**src/design/cvf_pkg.sv**
```systemverilog
// shared types and constants for the cell voltage filter and fault block
// no dependencies

package cvf_pkg;

  localparam int NUM_CELLS_DEF = 8;

  localparam int CELL_W   = 3;
  localparam int ADC_W    = 10;
  localparam int FRAC_W   = 8;
  localparam int AVG_W    = ADC_W + FRAC_W;
  localparam int ALPHA_W  = 9;
  localparam int CFG_W    = AVG_W;
  localparam int CFG_IDX_W = 2;
  localparam int IN_DATA_W  = 16;
  localparam int OUT_DATA_W = 24;

  localparam logic [ALPHA_W-1:0] ALPHA_ONE     = 9'd256;
  localparam logic [ALPHA_W-1:0] ALPHA_RESET   = 9'd64;
  localparam logic [AVG_W-1:0]   LOW_TH_RESET  = 18'd0;
  localparam logic [AVG_W-1:0]   HIGH_TH_RESET = 18'd261888;
  localparam logic [AVG_W-1:0]   AVG_MAX       = 18'd261888;

  localparam logic [CFG_IDX_W-1:0] REG_ALPHA     = 2'd0;
  localparam logic [CFG_IDX_W-1:0] REG_LOW_TH    = 2'd1;
  localparam logic [CFG_IDX_W-1:0] REG_HIGH_TH   = 2'd2;

  localparam int QUEUE_DEPTH = 2;
  localparam int QPTR_W      = 1;
  localparam int QCNT_W      = 2;

  typedef struct packed {
    logic [CELL_W-1:0] cell_id;
    logic              in_range;
    logic [AVG_W-1:0]  sample_q;
  } item_t;

  typedef struct packed {
    logic [ALPHA_W-1:0] alpha;
    logic [AVG_W-1:0]   low_th;
    logic [AVG_W-1:0]   high_th;
  } cfg_t;

endpackage

```
**src/design/cvf_ram.sv**
```systemverilog
// generic single write port ram with registered read
// no dependencies

module cvf_ram #(
  parameter int WIDTH = 18,
  parameter int DEPTH = 8
) (
  input  logic                                   clk,
  input  logic                                   we,
  input  logic [(DEPTH > 1 ? $clog2(DEPTH) : 1)-1:0] waddr,
  input  logic [WIDTH-1:0]                       wdata,
  input  logic                                   re,
  input  logic [(DEPTH > 1 ? $clog2(DEPTH) : 1)-1:0] raddr,
  output logic [WIDTH-1:0]                       rdata
);

  logic [WIDTH-1:0] mem [DEPTH];

  always_ff @(posedge clk) begin
    if (we) begin
      mem[waddr] <= wdata;
    end
    if (re) begin
      rdata <= mem[raddr];
    end
  end

endmodule

```
**src/design/cvf_front.sv**
```systemverilog
// input side: accepts stream transfers, checks the cell index and scales the sample
// depends on cvf_pkg

module cvf_front import cvf_pkg::*; #(
  parameter int NUM_CELLS = NUM_CELLS_DEF
) (
  input  logic                 s_tvalid,
  output logic                 s_tready,
  input  logic [IN_DATA_W-1:0] s_tdata,
  input  logic                 q_full,
  output logic                 push,
  output item_t                push_item
);

  logic [CELL_W-1:0] cell_num;
  logic [ADC_W-1:0]  adc;

  assign cell_num = s_tdata[CELL_W-1:0];
  assign adc      = s_tdata[CELL_W+ADC_W-1:CELL_W];
  assign s_tready = !q_full;
  assign push     = s_tvalid && !q_full;

  always_comb begin
    push_item.cell_id  = cell_num;
    push_item.in_range = (32'(cell_num) < NUM_CELLS);
    push_item.sample_q = {adc, {FRAC_W{1'b0}}};
  end

endmodule

```
**src/design/cvf_queue.sv**
```systemverilog
// two entry queue between the input side and the filter side
// depends on cvf_pkg

module cvf_queue import cvf_pkg::*; (
  input  logic  clk,
  input  logic  rst,
  input  logic  push,
  input  item_t push_item,
  output logic  full,
  input  logic  pop,
  output logic  head_valid,
  output item_t head_item
);

  item_t             slots [QUEUE_DEPTH];
  logic [QPTR_W-1:0] wptr;
  logic [QPTR_W-1:0] rptr;
  logic [QCNT_W-1:0] count;

  assign full       = (count == QCNT_W'(QUEUE_DEPTH));
  assign head_valid = (count != '0);
  assign head_item  = slots[rptr];

  always_ff @(posedge clk) begin
    if (push) begin
      slots[wptr] <= push_item;
    end
  end

  always_ff @(posedge clk) begin
    if (rst) begin
      wptr  <= '0;
      rptr  <= '0;
      count <= '0;
    end else begin
      if (push) begin
        wptr <= wptr + 1'b1;
      end
      if (pop) begin
        rptr <= rptr + 1'b1;
      end
      if (push && !pop) begin
        count <= count + 1'b1;
      end else if (pop && !push) begin
        count <= count - 1'b1;
      end
    end
  end

  a_no_overflow: assert property (@(posedge clk) disable iff (rst) push |-> !full)
    else $error("queue push while full");
  a_no_underflow: assert property (@(posedge clk) disable iff (rst) pop |-> head_valid)
    else $error("queue pop while empty");
  a_count_bound: assert property (@(posedge clk) disable iff (rst)
    count <= QCNT_W'(QUEUE_DEPTH))
    else $error("queue count out of bounds");

endmodule

```
**src/design/cvf_back.sv**
```systemverilog
// filter side: per cell moving average update, window compare, fault marks, output register
// depends on cvf_pkg and cvf_ram

module cvf_back import cvf_pkg::*; #(
  parameter int NUM_CELLS = NUM_CELLS_DEF
) (
  input  logic                  clk,
  input  logic                  rst,
  input  cfg_t                  cfg,
  input  logic                  head_valid,
  input  item_t                 head_item,
  output logic                  pop,
  output logic                  m_tvalid,
  input  logic                  m_tready,
  output logic [OUT_DATA_W-1:0] m_tdata
);

  localparam int IDX_W = (NUM_CELLS > 1) ? $clog2(NUM_CELLS) : 1;
  localparam int EXT_W = (IDX_W > CELL_W) ? IDX_W : CELL_W;
  localparam int PROD_W = AVG_W + ALPHA_W + 2;

  logic             s1_valid;
  item_t            s1_item;
  logic             byp;
  logic [AVG_W-1:0] byp_data;
  logic             old_valid;
  logic             s1_fire;
  logic             s1_load;

  logic [IDX_W-1:0] head_idx;
  logic [IDX_W-1:0] s1_idx;
  logic [EXT_W-1:0] head_ext;
  logic [EXT_W-1:0] s1_ext;

  logic [NUM_CELLS-1:0] avg_valid;
  logic [NUM_CELLS-1:0] marks;
  logic [NUM_CELLS-1:0] marks_upd;

  logic [AVG_W-1:0]   rdata;
  logic [AVG_W-1:0]   old_avg;
  logic [ALPHA_W-1:0] a_c;
  logic signed [AVG_W:0]   diff;
  logic signed [AVG_W+ALPHA_W+1:0] prod;
  logic signed [AVG_W+ALPHA_W+1:0] step;
  logic [AVG_W-1:0]   new_avg;
  logic               fault_now;
  logic               we;

  logic              out_valid;
  logic [CELL_W-1:0] out_cell;
  logic [AVG_W-1:0]  out_filtered;
  logic              out_fault;
  logic              out_any;

  assign head_ext = EXT_W'(head_item.cell_id);
  assign s1_ext   = EXT_W'(s1_item.cell_id);
  assign head_idx = head_ext[IDX_W-1:0];
  assign s1_idx   = s1_ext[IDX_W-1:0];

  assign s1_fire = s1_valid && (!out_valid || m_tready);
  assign s1_load = head_valid && (!s1_valid || s1_fire);
  assign pop     = s1_load;
  assign we      = s1_fire && s1_item.in_range;

  cvf_ram #(
    .WIDTH (AVG_W),
    .DEPTH (NUM_CELLS)
  ) u_avg_ram (
    .clk   (clk),
    .we    (we),
    .waddr (s1_idx),
    .wdata (new_avg),
    .re    (s1_load),
    .raddr (head_idx),
    .rdata (rdata)
  );

  // filter update: old + floor(min(alpha, 256) * (sample - old) / 256)
  always_comb begin
    a_c = (cfg.alpha > ALPHA_ONE) ? ALPHA_ONE : cfg.alpha;
    if (byp) begin
      old_avg = byp_data;
    end else if (old_valid) begin
      old_avg = rdata;
    end else begin
      old_avg = '0;
    end
    diff      = $signed({1'b0, s1_item.sample_q}) - $signed({1'b0, old_avg});
    prod      = PROD_W'($signed({1'b0, a_c})) * PROD_W'(diff);
    step      = prod >>> FRAC_W;
    new_avg   = old_avg + step[AVG_W-1:0];
    fault_now = (new_avg < cfg.low_th) || (new_avg > cfg.high_th);
  end

  always_comb begin
    marks_upd = marks;
    if (s1_item.in_range) begin
      marks_upd[s1_idx] = fault_now;
    end
  end

  // s1 stage with same cell bypass from the write in flight
  always_ff @(posedge clk) begin
    if (rst) begin
      s1_valid <= 1'b0;
    end else if (s1_load) begin
      s1_valid <= 1'b1;
    end else if (s1_fire) begin
      s1_valid <= 1'b0;
    end
  end

  always_ff @(posedge clk) begin
    if (s1_load) begin
      s1_item   <= head_item;
      byp       <= we && (s1_idx == head_idx);
      byp_data  <= new_avg;
      old_valid <= avg_valid[head_idx];
    end
  end

  always_ff @(posedge clk) begin
    if (rst) begin
      avg_valid <= '0;
      marks     <= '0;
    end else if (we) begin
      avg_valid[s1_idx] <= 1'b1;
      marks             <= marks_upd;
    end
  end

  // output register
  always_ff @(posedge clk) begin
    if (rst) begin
      out_valid <= 1'b0;
    end else if (s1_fire) begin
      out_valid <= 1'b1;
    end else if (m_tready) begin
      out_valid <= 1'b0;
    end
  end

  always_ff @(posedge clk) begin
    if (s1_fire) begin
      out_cell     <= s1_item.cell_id;
      out_filtered <= s1_item.in_range ? new_avg : '0;
      out_fault    <= s1_item.in_range && fault_now;
      out_any      <= |marks_upd;
    end
  end

  assign m_tvalid = out_valid;
  assign m_tdata  = {1'b0, out_any, out_fault, out_filtered, out_cell};

  a_reset_clears: assert property (@(posedge clk)
    rst |=> (avg_valid == '0) && (marks == '0))
    else $error("state not cleared by reset");
  a_out_of_range: assert property (@(posedge clk) disable iff (rst)
    s1_fire && !s1_item.in_range |=> (out_filtered == '0) && !out_fault)
    else $error("out of range cell produced data");
  a_fault_in_any: assert property (@(posedge clk) disable iff (rst)
    s1_fire && s1_item.in_range && fault_now |=> out_any && (marks != '0))
    else $error("cell fault missing from any fault");
  a_avg_bound: assert property (@(posedge clk) disable iff (rst)
    out_valid |-> out_filtered <= AVG_MAX)
    else $error("filtered value beyond full scale");

endmodule

```
**src/design/cell_voltage_filter_fault.sv**
```systemverilog
// top level of the cell voltage filter and window fault block
// depends on cvf_pkg, cvf_front, cvf_queue, cvf_back
//
// usage
//   input stream s_*: one transfer per cell reading, cell index and raw adc count
//   output stream m_*: one transfer per input transfer, in order, with the updated
//   per cell average (10.8 count units), the cell fault and the or of all cell faults
//   config port: cfg_we with cfg_index selects alpha, low threshold or high threshold;
//   write only while no transfer is in flight
//   latency: 2 cycles from input transfer to m_tvalid when the path is empty
//   throughput: one transfer per cycle, set by the single cycle multiply add per cell
//   with a bypass of the average being written back
//   reset: averages and fault marks read as zero, registers take their reset values
//   a stall on m_tready holds the output register; the input keeps taking transfers
//   until the two entry queue and the filter stage are full, then s_tready drops

module cell_voltage_filter_fault import cvf_pkg::*; #(
  parameter int NUM_CELLS = NUM_CELLS_DEF
) (
  input  logic                  clk,
  input  logic                  rst,
  input  logic                  s_tvalid,
  output logic                  s_tready,
  input  logic [IN_DATA_W-1:0]  s_tdata,   // cell_req[2:0], adc_count[12:3], zero pad
  output logic                  m_tvalid,
  input  logic                  m_tready,
  output logic [OUT_DATA_W-1:0] m_tdata,   // cell_out[2:0], filtered[20:3],
                                           // cell_fault[21], any_fault[22], zero pad
  input  logic                  cfg_we,
  input  logic [CFG_IDX_W-1:0]  cfg_index,
  input  logic [CFG_W-1:0]      cfg_data
);

  cfg_t  cfg;
  logic  push;
  item_t push_item;
  logic  q_full;
  logic  pop;
  logic  head_valid;
  item_t head_item;

  always_ff @(posedge clk) begin
    if (rst) begin
      cfg.alpha   <= ALPHA_RESET;
      cfg.low_th  <= LOW_TH_RESET;
      cfg.high_th <= HIGH_TH_RESET;
    end else if (cfg_we) begin
      case (cfg_index)
        REG_ALPHA:   cfg.alpha   <= cfg_data[ALPHA_W-1:0];
        REG_LOW_TH:  cfg.low_th  <= cfg_data;
        REG_HIGH_TH: cfg.high_th <= cfg_data;
        default: ;
      endcase
    end
  end

  cvf_front #(
    .NUM_CELLS (NUM_CELLS)
  ) u_front (
    .s_tvalid  (s_tvalid),
    .s_tready  (s_tready),
    .s_tdata   (s_tdata),
    .q_full    (q_full),
    .push      (push),
    .push_item (push_item)
  );

  cvf_queue u_queue (
    .clk        (clk),
    .rst        (rst),
    .push       (push),
    .push_item  (push_item),
    .full       (q_full),
    .pop        (pop),
    .head_valid (head_valid),
    .head_item  (head_item)
  );

  cvf_back #(
    .NUM_CELLS (NUM_CELLS)
  ) u_back (
    .clk        (clk),
    .rst        (rst),
    .cfg        (cfg),
    .head_valid (head_valid),
    .head_item  (head_item),
    .pop        (pop),
    .m_tvalid   (m_tvalid),
    .m_tready   (m_tready),
    .m_tdata    (m_tdata)
  );

endmodule

```
**config.mk**
```make
export PLATFORM = sky130hd
export DESIGN_NAME = cell_voltage_filter_fault
export DESIGN_NICKNAME = d
export VERILOG_FILES = /design/src/design/cvf_pkg.sv /design/src/design/cvf_ram.sv /design/src/design/cvf_front.sv /design/src/design/cvf_queue.sv /design/src/design/cvf_back.sv /design/src/design/cell_voltage_filter_fault.sv
export SDC_FILE = /design/constraint.sdc
export NUM_CORES = 1
export LEC_CHECK = 0
export ABC_AREA = 1
export ABC_CLOCK_PERIOD_IN_PS = 10300
export BUFFER_PORTS_ARGS = -buffer_cell sky130_fd_sc_hd__buf_2
export CAP_MARGIN = 20
export CORE_AREA = 5 5 184 186
export DETAILED_ROUTE_END_ITERATION = 10
export DIE_AREA = 0 0 189 191
export GPL_ROUTABILITY_DRIVEN = 0
export GPL_TIMING_DRIVEN = 0
export PLACE_DENSITY_LB_ADDON = 0.15
export SLEW_MARGIN = 20
export SYNTH_ARGS = -nofsm -noshare
export SYNTH_HDL_FRONTEND = slang
export SYNTH_SLANG_ARGS = --single-unit
```
**constraint.sdc**
```tcl
create_clock -name clk -period 10.3 [get_ports clk]
set_input_delay 1.03 -clock clk [delete_from_list [all_inputs] [get_ports clk]]
set_output_delay 1.03 -clock clk [all_outputs]
set_load 0.02 [all_outputs]
```
**Word level (Yosys, flattened, before mapping)**

Memories as Yosys holds them, arrays and structs flattened. A register that Yosys moved wholly into a read port is not among the register bits.
Index checks and enable logic that the tools add are counted.

- RAM bits: 170
- Input bits: 41
- Output and inout port bits: 26
- Logic and storage cells: 87
- Flip-flop bits (word level): 132
- Memories kept: 2

- Muxes and demuxes: 21
- Add/subtract/negate cells: 6
- Multipliers: 1
- Magnitude comparators: 6
- Bitwise operators: 1
- Reduce and logical (&&, ||, !) cells: 26
- Eq/ne operators: 4

Memory list:

| memory | depth | bits a word | rd ports | clocked after Yosys merged registers in | write ports | RTL line | RTL |
|---|---|---|---|---|---|---|---|
| u_back.u_avg_ram.mem | 8 | 18 | 1 | 1 | 1 | cvf_ram.sv:17 | `logic [WIDTH-1:0] mem [DEPTH];` |
| u_queue.slots | 2 | 13 | 1 | 1 | 1 | cvf_queue.sv:15 | `item_t slots [QUEUE_DEPTH];` |

Operators with widths:

| operator | count |
|---|---|
| 2-to-1 mux 18 bit | 2 |
| multiplier 10 x 19 -> 26 bit | 1 |
| subtractor 18 x 18 -> 19 bit | 1 |
| adder 18 bit | 1 |
| greater-than comparator 18 bit | 1 |
| < comparator 18 bit | 1 |
| 2-to-1 mux 1 bit | 12 |
| greater-than comparator 9 bit, second input constant | 1 |
| logical AND 1 bit | 9 |
| 2-to-1 mux 9 bit | 1 |
| bitwise mux 8 bit | 1 |
| < comparator 3 x 4 -> 1 bit, second input constant | 2 |
| 2-to-1 mux 8 bit | 1 |
| bitwise OR 8 bit | 1 |
| nonzero test 2 bit | 4 |
| OR reduction 8 bit | 1 |
| AND reduction 2 bit | 3 |
| zero test 1 bit | 5 |
| equality test 2 bit, second input constant | 2 |
| 2-to-1 mux 2 bit | 2 |
| binary-select mux 1 bit (select 3 bit) | 1 |
| demux 1 bit (select 3 bit) | 1 |
| equality test 3 bit | 1 |
| >= comparator 3 x 1 -> 1 bit, second input constant | 1 |
| 6 further kinds | 9 |

**Logic depth before layout (Yosys ltp)**

Gate-level depths: netlist of run 1.

- Depth in word-level cells: 10
- Mapped depth: 60
- Gate-level depth less buffers: 59

**Hierarchy**

A second synthesis of run 1 with hierarchy kept.

- Cells, all modules: 2,578
- Area total of the unflattened synthesis: 22,745.6 µm²

By module, submodules not included:

| module | sequential area each (µm²) | cells each | area each (µm²) | instances |
|---|---|---|---|---|
| cvf_back | 2,312.2 | 1,523 | 11,986.5 | 1 |
| cvf_ram | 4,864.7 | 657 | 6,917.9 | 1 |
| cell_voltage_filter_fault | 900.9 | 270 | 1,836.8 | 1 |
| cvf_queue | 1,421.4 | 101 | 1,818.0 | 1 |
| cvf_front | 0.0 | 27 | 186.4 | 1 |

**Least setup slack after synthesis of run 1**

OpenSTA, ideal clock, no wires.

- Path kind: register to register
- Start point: reg u_back.byp
- End point: reg u_back.marks[0]
- Library setup time: 0.117 ns
- Period minus slack after synthesis: 9.072 ns
- Cell stages (with the launch flop): 54
- Data required time: 10.183 ns
- Buffers on the path: 2
- Path slack: 1.228 ns
- Arrival time: 8.955 ns
- Path through: edfxtp_1 buf_6 nor2_4 buf_6 a22oi_1 ha_1 inv_1 nor2_1 nand2_1 nor2_2 inv_1 o21ai_2 inv_2 o21ai_2 xor2_2 nand2_1 fa_1 inv_1 [... 18 more ...] inv_1 a21oi_1 o21ai_1 a21oi_1 xor2_1 inv_1 ha_1 a21oi_1 nor2_1 a211oi_1 o221a_2 nand3_1 o41ai_1 nand2_1 clkinv_1 nand2_1 o211ai_1 inv_1

- Word-level cells in the longest chain between the ends: 8
- Elaborated cells on any way between the ends: 9
- Those cells by class: add/sub (2); mul (1); order compare (2); mux (3); reduce/logical (1)

Ends and longest elaborated chain:

| item | RTL line | RTL |
|---|---|---|
| from (decl) | cvf_back.sv:24 | `logic byp;` |
| from (signal assigned) | cvf_back.sv:116 | `byp <= we && (s1_idx == head_idx);` |
| 2-to-1 mux 18 bit (*) | cvf_back.sv:81 | `if (byp) begin` |
| subtractor 18 x 18 -> 19 bit | cvf_back.sv:88 | `diff = $signed({1'b0, s1_item.sample_q}) - $signed({1'b0, old_avg});` |
| multiplier 10 x 19 -> 26 bit | cvf_back.sv:89 | `prod = PROD_W'($signed({1'b0, a_c})) * PROD_W'(diff);` |
| adder 18 bit (*) | cvf_back.sv:91 | `new_avg = old_avg + step[AVG_W-1:0];` |
| named net u_back.new_avg[11] | cvf_back.sv:45 | `logic [AVG_W-1:0] new_avg;` |
| < comparator 18 bit or greater-than comparator 18 bit (tied branches) | cvf_back.sv:92 | `fault_now = (new_avg < cfg.low_th) \|\| (new_avg > cfg.high_th);` |
| logical OR 1 bit (*) | cvf_back.sv:92 |  |
| named net u_back.fault_now | cvf_back.sv:46 | `logic fault_now;` |
| bitwise mux 8 bit (*) | cvf_back.sv:98 | `marks_upd[s1_idx] = fault_now;` |
| 2-to-1 mux 8 bit (*) | cvf_back.sv:97 | `if (s1_item.in_range) begin` |
| to (signal assigned) | cvf_back.sv:128 | `marks <= marks_upd;` |
| to (decl) | cvf_back.sv:36 | `logic [NUM_CELLS-1:0] marks;` |

The timed path passes the listed nets; every way through them passes the cells marked *.
A chain may end at the register's enable or synchronous reset.

**Final worst setup path of run 1**

- Start point: reg u_back.byp
- End point: reg u_back.out_fault, data pin

- Word-level cells in the longest chain between the ends: 7
- Elaborated cells on any way between the ends: 8
- Those cells by class: add/sub (2); mul (1); order compare (2); mux (1); reduce/logical (2)

Ends and longest elaborated chain:

| item | RTL line | RTL |
|---|---|---|
| 2-to-1 mux 18 bit (*) | cvf_back.sv:81 |  |
| subtractor 18 x 18 -> 19 bit | cvf_back.sv:88 |  |
| multiplier 10 x 19 -> 26 bit | cvf_back.sv:89 |  |
| adder 18 bit (*) | cvf_back.sv:91 |  |
| named net u_back.new_avg[11] | cvf_back.sv:45 |  |
| < comparator 18 bit or greater-than comparator 18 bit (tied branches) | cvf_back.sv:92 |  |
| logical OR 1 bit (*) | cvf_back.sv:92 |  |
| named net u_back.fault_now | cvf_back.sv:46 |  |
| logical AND 1 bit (*) | cvf_back.sv:147 | `out_fault <= s1_item.in_range && fault_now;` |
| to (signal assigned) | cvf_back.sv:147 |  |
| to (decl) | cvf_back.sv:52 | `logic out_fault;` |

Marks and branches as above.

==> results.yml, run 1 <==
run_status:
  status: "finished, final reports clean"
cts:
  cts_bufs_inserted: 30
  cts_tree: "done"
  worst_setup_hold_path_clk_slew_ns: 0.06
  clock_sinks: 312
  clock-root-buffer: "sky130_fd_sc_hd__clkbuf_16"
  cts.path.max_buffers: 3
  cts-htree-levels: 1
  clock_latency_ns: 0.55
detailed_routing:
  drcViolationCount: 0
  post_drt_via_cell_ratio: 5.60
  number_of_violations_reported_at_the_end_of_detailed_routing_iteration_0: 1195
  drt_pre_antenna_iters: 5
  antenna_left: 0
  postRouteWirelength_mm: 48.9
  via_count: 15000
  wl_per_cell_um: 18.3
synth:
  synth_most_common_cell: "sky130_fd_sc_hd__nand2_1"
  synthDominantCellAreaShare_pct: 36.8
  register_bit_count_reported_by_yosys: 312
  syn-mean-instance-area_um2: 9.44
  synth-edff-count: 244
  synthCells: 2111
  post_syn_nets: 2395
  post_synth_num_cell_types: 62
  ys_async_sr_fraction_pct: 0
  ys_top_cells_by_area: "sky130_fd_sc_hd__edfxtp_1 37%, sky130_fd_sc_hd__fa_1 13%, sky130_fd_sc_hd__ha_1 7.0%"
  post_synthesis_sequential_area_ratio_pct: 43.6
  synth.top_cells.by_count: "335 x sky130_fd_sc_hd__nand2_1, 334 x sky130_fd_sc_hd__inv_1, 298 x sky130_fd_sc_hd__nor2_1"
  synth-warning-count: 0
  synth.cell_area_um2: 19900
  ys.flop_type: "sky130_fd_sc_hd__edfxtp_1"
  synth_area_leader_cell: "sky130_fd_sc_hd__edfxtp_1"
setup_path:
  worst-path-max-fanout: 10
  worst_setup_path_start_kind: "flip-flop"
  critPathMostFrequentCell: "sky130_fd_sc_hd__inv_1"
  path_class: "flip-flop to flip-flop"
  r2r_end: "u_back.out_fault"
  critical_path.endpoint_type: "flip-flop"
  cp.required_ns: 10.61
  arrival_time_worst_endpoint_ns: 10.22
  worst-r2r-setup-slack_ns: 0.39
  timing.reg2reg.worst_path_depth: 52
  startpoint: "u_back.byp"
  worst_path_largest_cell_delay_ns: 0.56
  worst_r2r_startpoint: "u_back.byp"
  cpMaxStageDelayCell: "sky130_fd_sc_hd__fa_1"
timing:
  finClkSkew_ns: 0.0222
  timing.slew.headroom_pct: 33.3
  hold_viol: 0
  fin_crit_ns: 9.91
  drv_slew: 0
  max_freq_ghz: 0.101
  finalSetupViolations: 0
  finalCritPeriodShare_pct: 96.2
  worst_pin_slew_ns: 0.990
global_route:
  antenna_found_initial: 3
  grt_max_degree: 40
  grt_first_pass_wirelength_mm: 76.9
  number_of_global_route_vias_before_repair: 14700
  global_route.usage.total_pct: 27.0
  total_global_routing_overflow: 0
layout:
  finish.utilization_pct: 70.3
  area_growth_synth_to_finish_pct: 13.2
  n_antenna_cell: 0
  final.fill_count: 2388
  final_net_count: 2532
  layout-drive-gt1-share_pct: 13.2
die:
  initial_standard_cell_utilization_of_the_core_pct: 62.1
  pin_count: 67
  die_height_um: 191
  core.rowCount: 66
  core_area_um2: 32100
  die-area_um2: 36100
  chipWidth_um: 189
placed_design:
  post-dp-hpwl_mm: 37.2
  placement.io_buffers: 62
min_path:
  worstHoldEndpoint: "u_queue.rptr"
  worst_min_delay_path_category: "flip-flop to flip-flop"
  holdCritStartpoint: "u_queue.rptr"
  holdPathStages: 1
run:
  max_cap_viol_count: 0
[flip-flops by register name, indices dropped and copies added, names as in the netlist, 2 cells and up, named ones only]
register / count
u_queue.count: 2
u_back.marks: 8
u_back.avg_valid: 8
u_back.out_cell: 3
u_queue.slots: 26
u_back.u_avg_ram.mem: 144
u_back.byp_data: 18
u_back.out_filtered: 18
u_back.s1_ext: 3
cfg: 45
u_back.s1_item: 10
u_back.u_avg_ram.rdata: 18
[worst max-delay path: cells and delay by family (launching register included)]
family,cells,cell delay (ns)
compound gates,15,2.15
fa+ha+maj,9,3.79
buf+inv,14,1.50
flops,1,0.39
simple gates,11,1.26
xor+xnor,3,0.56
[routing by layer]
layer / GRT usage, % / up-vias / wire length [um]
li1: - / 7138 / -
met1: 34.4 / 7216 / 19400
met2: 47.4 / 513 / 24400
met3: 2.87 / 142 / 2820
met4: 11.6 / 0 / 2340
met5: 0 / - / 0
[cell families after synthesis]
group           Yosys count  synth area share, %
compound gates          314                 9.08
xor+xnor                 46                 2.21
fa+ha+maj               243                 20.2
buf+inv                 413                 7.95
flops                   312                 43.6
other cells               1               0.0188
simple gates            782                 17.0
[final cells by class]
class	count	area [um^2]	share of cell area, %
Inverter	354	1360	6.04
Timing Repair Buffer	104	702	3.11
Multi-Input combinational cell	1386	10000	44.4
Sequential cell	312	8690	38.5
Tap cell	408	510	2.26
Clock inverter	20	234	1.04
Timing Repair inverter	1	7.51	0.0333
Clock buffer	35	791	3.50
Buffer	59	253	1.12
[worst max path at each step]
stage	to	slack (ns)	depth (start not counted)
floorplan	u_back.marks[0]	1.23	53
global placement	u_back.marks[7]	-0.48	50
detailed placement	u_back.marks[4]	-0.58	50
CTS	u_back.marks[4]	0.01	53
global route	u_back.marks[0]	-0.12	50
finish	u_back.out_fault	0.39	52
[layout by cell type (no fill, tap or decap), drive strengths merged, types with 3 or more instances in the layout]
cell type  count
nand2        364
inv          348
nor2         309
edfxtp       244
o21ai        138
fa           131
ha           112
buf          110
clkbuf        88
a21oi         81
dfxtp         68
nand3         53
xor2          30
a31oi         22
o22ai         20
nor3          20
o211ai        19
nand4         16
xnor2         16
clkinv        16
or2           12
o21bai         9
bufinv         6
a22oi          6
clkinvlp       5
a21o           4
nand3b         4
a211oi         4
and2           3
[per-stage QoR]
stage | cells | area (um^2) | hold slack (ns) | TNS [ns] | setup WS [ns]
finish | 2679 | 22600 | 0.458 | 0 | 0.388
global route | 2679 | 22600 | 0.479 | -0.681 | -0.123
CTS | 2650 | 22000 | 0.460 | 0 | 0.0132
detailed placement | 2589 | 20900 | 0.453 | -5.33 | -0.582
global placement | 2581 | 20800 | 0.438 | -4.40 | -0.481
floorplan | 2111 | 19900 | 0.426 | 0 | 1.23
[what timing repair did]
action | in CTS | in global routing
cloned | 0 | 2
buffers inserted | 6 | 27
gates resized for setup | 13 | 56
hold buffers | 0 | 0
setup endpoints to repair | 10 | 10
pin swaps | 2 | 18
Power of run 1 is left out: the tool's default activity adds up to more than one toggle a clock period on the data nets, which glitch-free logic cannot reach.
==> run 2, diff against run 1 <==
--- a/config.mk
+++ b/config.mk
@@ -6,7 +6,7 @@
 export NUM_CORES = 1
 export LEC_CHECK = 0
 export ABC_AREA = 1
-export ABC_CLOCK_PERIOD_IN_PS = 10300
+export ABC_CLOCK_PERIOD_IN_PS = 12000
 export BUFFER_PORTS_ARGS = -buffer_cell sky130_fd_sc_hd__buf_2
 export CAP_MARGIN = 20
 export CORE_AREA = 5 5 184 186
==> constraint.sdc (replaced) <==
create_clock -name clk -period 12 [get_ports clk]
set_input_delay 1.2 -clock clk [delete_from_list [all_inputs] [get_ports clk]]
set_output_delay 1.2 -clock clk [all_outputs]
set_load 0.02 [all_outputs]
==> run 2 against run 1 <==
Against the previous run: via count shrank 2.3%; setup slack gained 0.58 ns; utilization shrank 2.0 points; register-to-register slack gained 0.58 ns; final cell count shrank 1.3%; flip-flop and latch count is the same; routed wire length shrank 2.1%; clock skew grew 0.00078 ns; sequential share of layout area grew 1.1 points.
==> results.yml, run 2 (synthesized netlist as in run 1, its figures left out) <==
run_status:
  status: "finished, final reports clean"
setup_path:
  r2r_end: "u_back.marks[4]"
  worst_r2r_startpoint: "u_back.byp"
  worst-r2r-setup-slack_ns: 0.97
  critPathMostFrequentCell: "sky130_fd_sc_hd__nand2_1"
  critical_path_buffer_and_inverter_count: 7
  arrival_time_worst_endpoint_ns: 11.53
  worst-path-max-fanout: 12
  cpMaxStageDelayCell: "sky130_fd_sc_hd__xor2_1"
  worst_setup_path_start_kind: "flip-flop"
  critical_path.endpoint_type: "flip-flop"
  timing.reg2reg.worst_path_depth: 55
  timing.critical_path.max_delay_family: "adder cells"
  cp.required_ns: 12.49
  worst_path_largest_cell_delay_ns: 0.78
  path_class: "flip-flop to flip-flop"
cts:
  worst_setup_hold_path_clk_slew_ns: 0.06
  clock_latency_ns: 0.55
  cts_hold_buffers: 0
  post-cts-setup-buffer-count: 0
  cts_bufs_inserted: 30
  resized_after_cts: 0
  cts_tree: "done"
  clock_sinks: 312
  cts.path.max_buffers: 3
  cts-htree-levels: 1
  clock-root-buffer: "sky130_fd_sc_hd__clkbuf_16"
timing:
  fin_crit_ns: 11.03
  finalCritPeriodShare_pct: 91.9
  rsz0062_at_grt: "false"
  finalSetupViolations: 0
  drv_slew: 0
  hold_viol: 0
  timing.slew.headroom_pct: 32.7
  max_freq_ghz: 0.0906
  setup-tns-final_ns: 0
  finClkSkew_ns: 0.0229
  worst_pin_slew_ns: 1.00
layout:
  largest_registers: "u_back.u_avg_ram.mem: 144 flops, cfg: 45 flops, u_queue.slots: 26 flops"
  n_antenna_cell: 0
  fin_area_um2: 21900
  register_ranked_first_by_flip_flop_count: "u_back.u_avg_ram.mem"
  final.fill_count: 2473
  final_net_count: 2497
  area_growth_synth_to_finish_pct: 10.0
  largest_register_ff_count: 144
  layout-drive-gt1-share_pct: 9.75
  most_common_cell_after_layout_fill_and_taps_aside: "sky130_fd_sc_hd__nand2_1"
  mostFrequentLayoutCells: "335 x sky130_fd_sc_hd__nand2_1, 333 x sky130_fd_sc_hd__inv_1, 288 x sky130_fd_sc_hd__nor2_1, 244 x sky130_fd_sc_hd__edfxtp_1, 133 x sky130_fd_sc_hd__o21ai_0"
placed_design:
  dpl-instance-area_um2: 20900
  placement.io_buffers: 62
  post-dp-hpwl_mm: 37.2
die:
  pin_count: 67
  chipWidth_um: 189
  initial_standard_cell_utilization_of_the_core_pct: 62.1
  core.rowCount: 66
  core_area_um2: 32100
  die_height_um: 191
  die-area_um2: 36100
global_route:
  number_of_global_route_vias_before_repair: 14600
  antenna_found_initial: 3
  global_route.usage.total_pct: 26.9
  grt_max_degree: 40
  total_global_routing_overflow: 0
  grt_first_pass_wirelength_mm: 76.5
min_path:
  holdPathStages: 1
  worst_min_delay_path_category: "flip-flop to flip-flop"
  worstHoldEndpoint: "u_queue.rptr"
  holdCritStartpoint: "u_queue.rptr"
detailed_routing:
  post_drt_via_cell_ratio: 5.55
  postRouteWirelength_mm: 47.9
  via_count: 14700
  wl_per_cell_um: 18.1
  antenna_left: 0
  drcViolationCount: 0
  number_of_violations_reported_at_the_end_of_detailed_routing_iteration_0: 1072
  drt_pre_antenna_iters: 8
run:
  max_cap_viol_count: 0
run 2: cell count changes in the layout (fill, tap and decap cells not counted), sizes merged:
cell      before  now
buf          110   77
clkinvlp       5    1
inv          348  351
bufinv         6    5
clkbuf        88   87
clkinv        16   17
run 2: worst max-delay path by stage:
stage                          start              end  slack (ns)  depth (start not counted)
after global placement    u_back.byp  u_back.marks[7]        1.22                         50
after detailed placement  u_back.byp  u_back.marks[4]        1.12                         50
final                     u_back.byp  u_back.marks[4]        0.97                         55
after global routing      u_back.byp  u_back.marks[4]        0.24                         55
after floorplan           u_back.byp  u_back.marks[0]        2.93                         53
after CTS                 u_back.byp  u_back.marks[4]        1.06                         50
run 2: stage by stage:
stage	util (%)	setup WS, ns	hold WS (ns)	cells
after detailed placement	65.1	1.12	0.453	2589
after global placement	64.6	1.22	0.438	2581
after global routing	68.3	0.242	0.479	2644
after CTS	68.3	1.06	0.460	2644
final	68.3	0.967	0.459	2644
after floorplan	-	2.93	0.426	2111
run 2: area by class of cell:
cell class	count	area [um^2]	area share, %
Multi-Input combinational cell	1386	9710	44.3
Clock inverter	20	234	1.07
Buffer	59	249	1.14
Clock buffer	35	791	3.61
Inverter	354	1340	6.09
Tap cell	408	510	2.33
Sequential cell	312	8690	39.6
Timing Repair Buffer	70	417	1.90
run 2: metal layers:
| layer | track usage [%] | up-vias | share of wire [%] |
|---|---|---|---|
| li1 | - | 7065 | - |
| met1 | 34.4 | 7023 | 40 |
| met2 | 47.1 | 451 | 50 |
| met3 | 2.87 | 124 | 5.8 |
| met4 | 11.2 | 0 | 4.4 |
| met5 | 0 | - | 0 |
Power of run 2 is left out for the same reason.
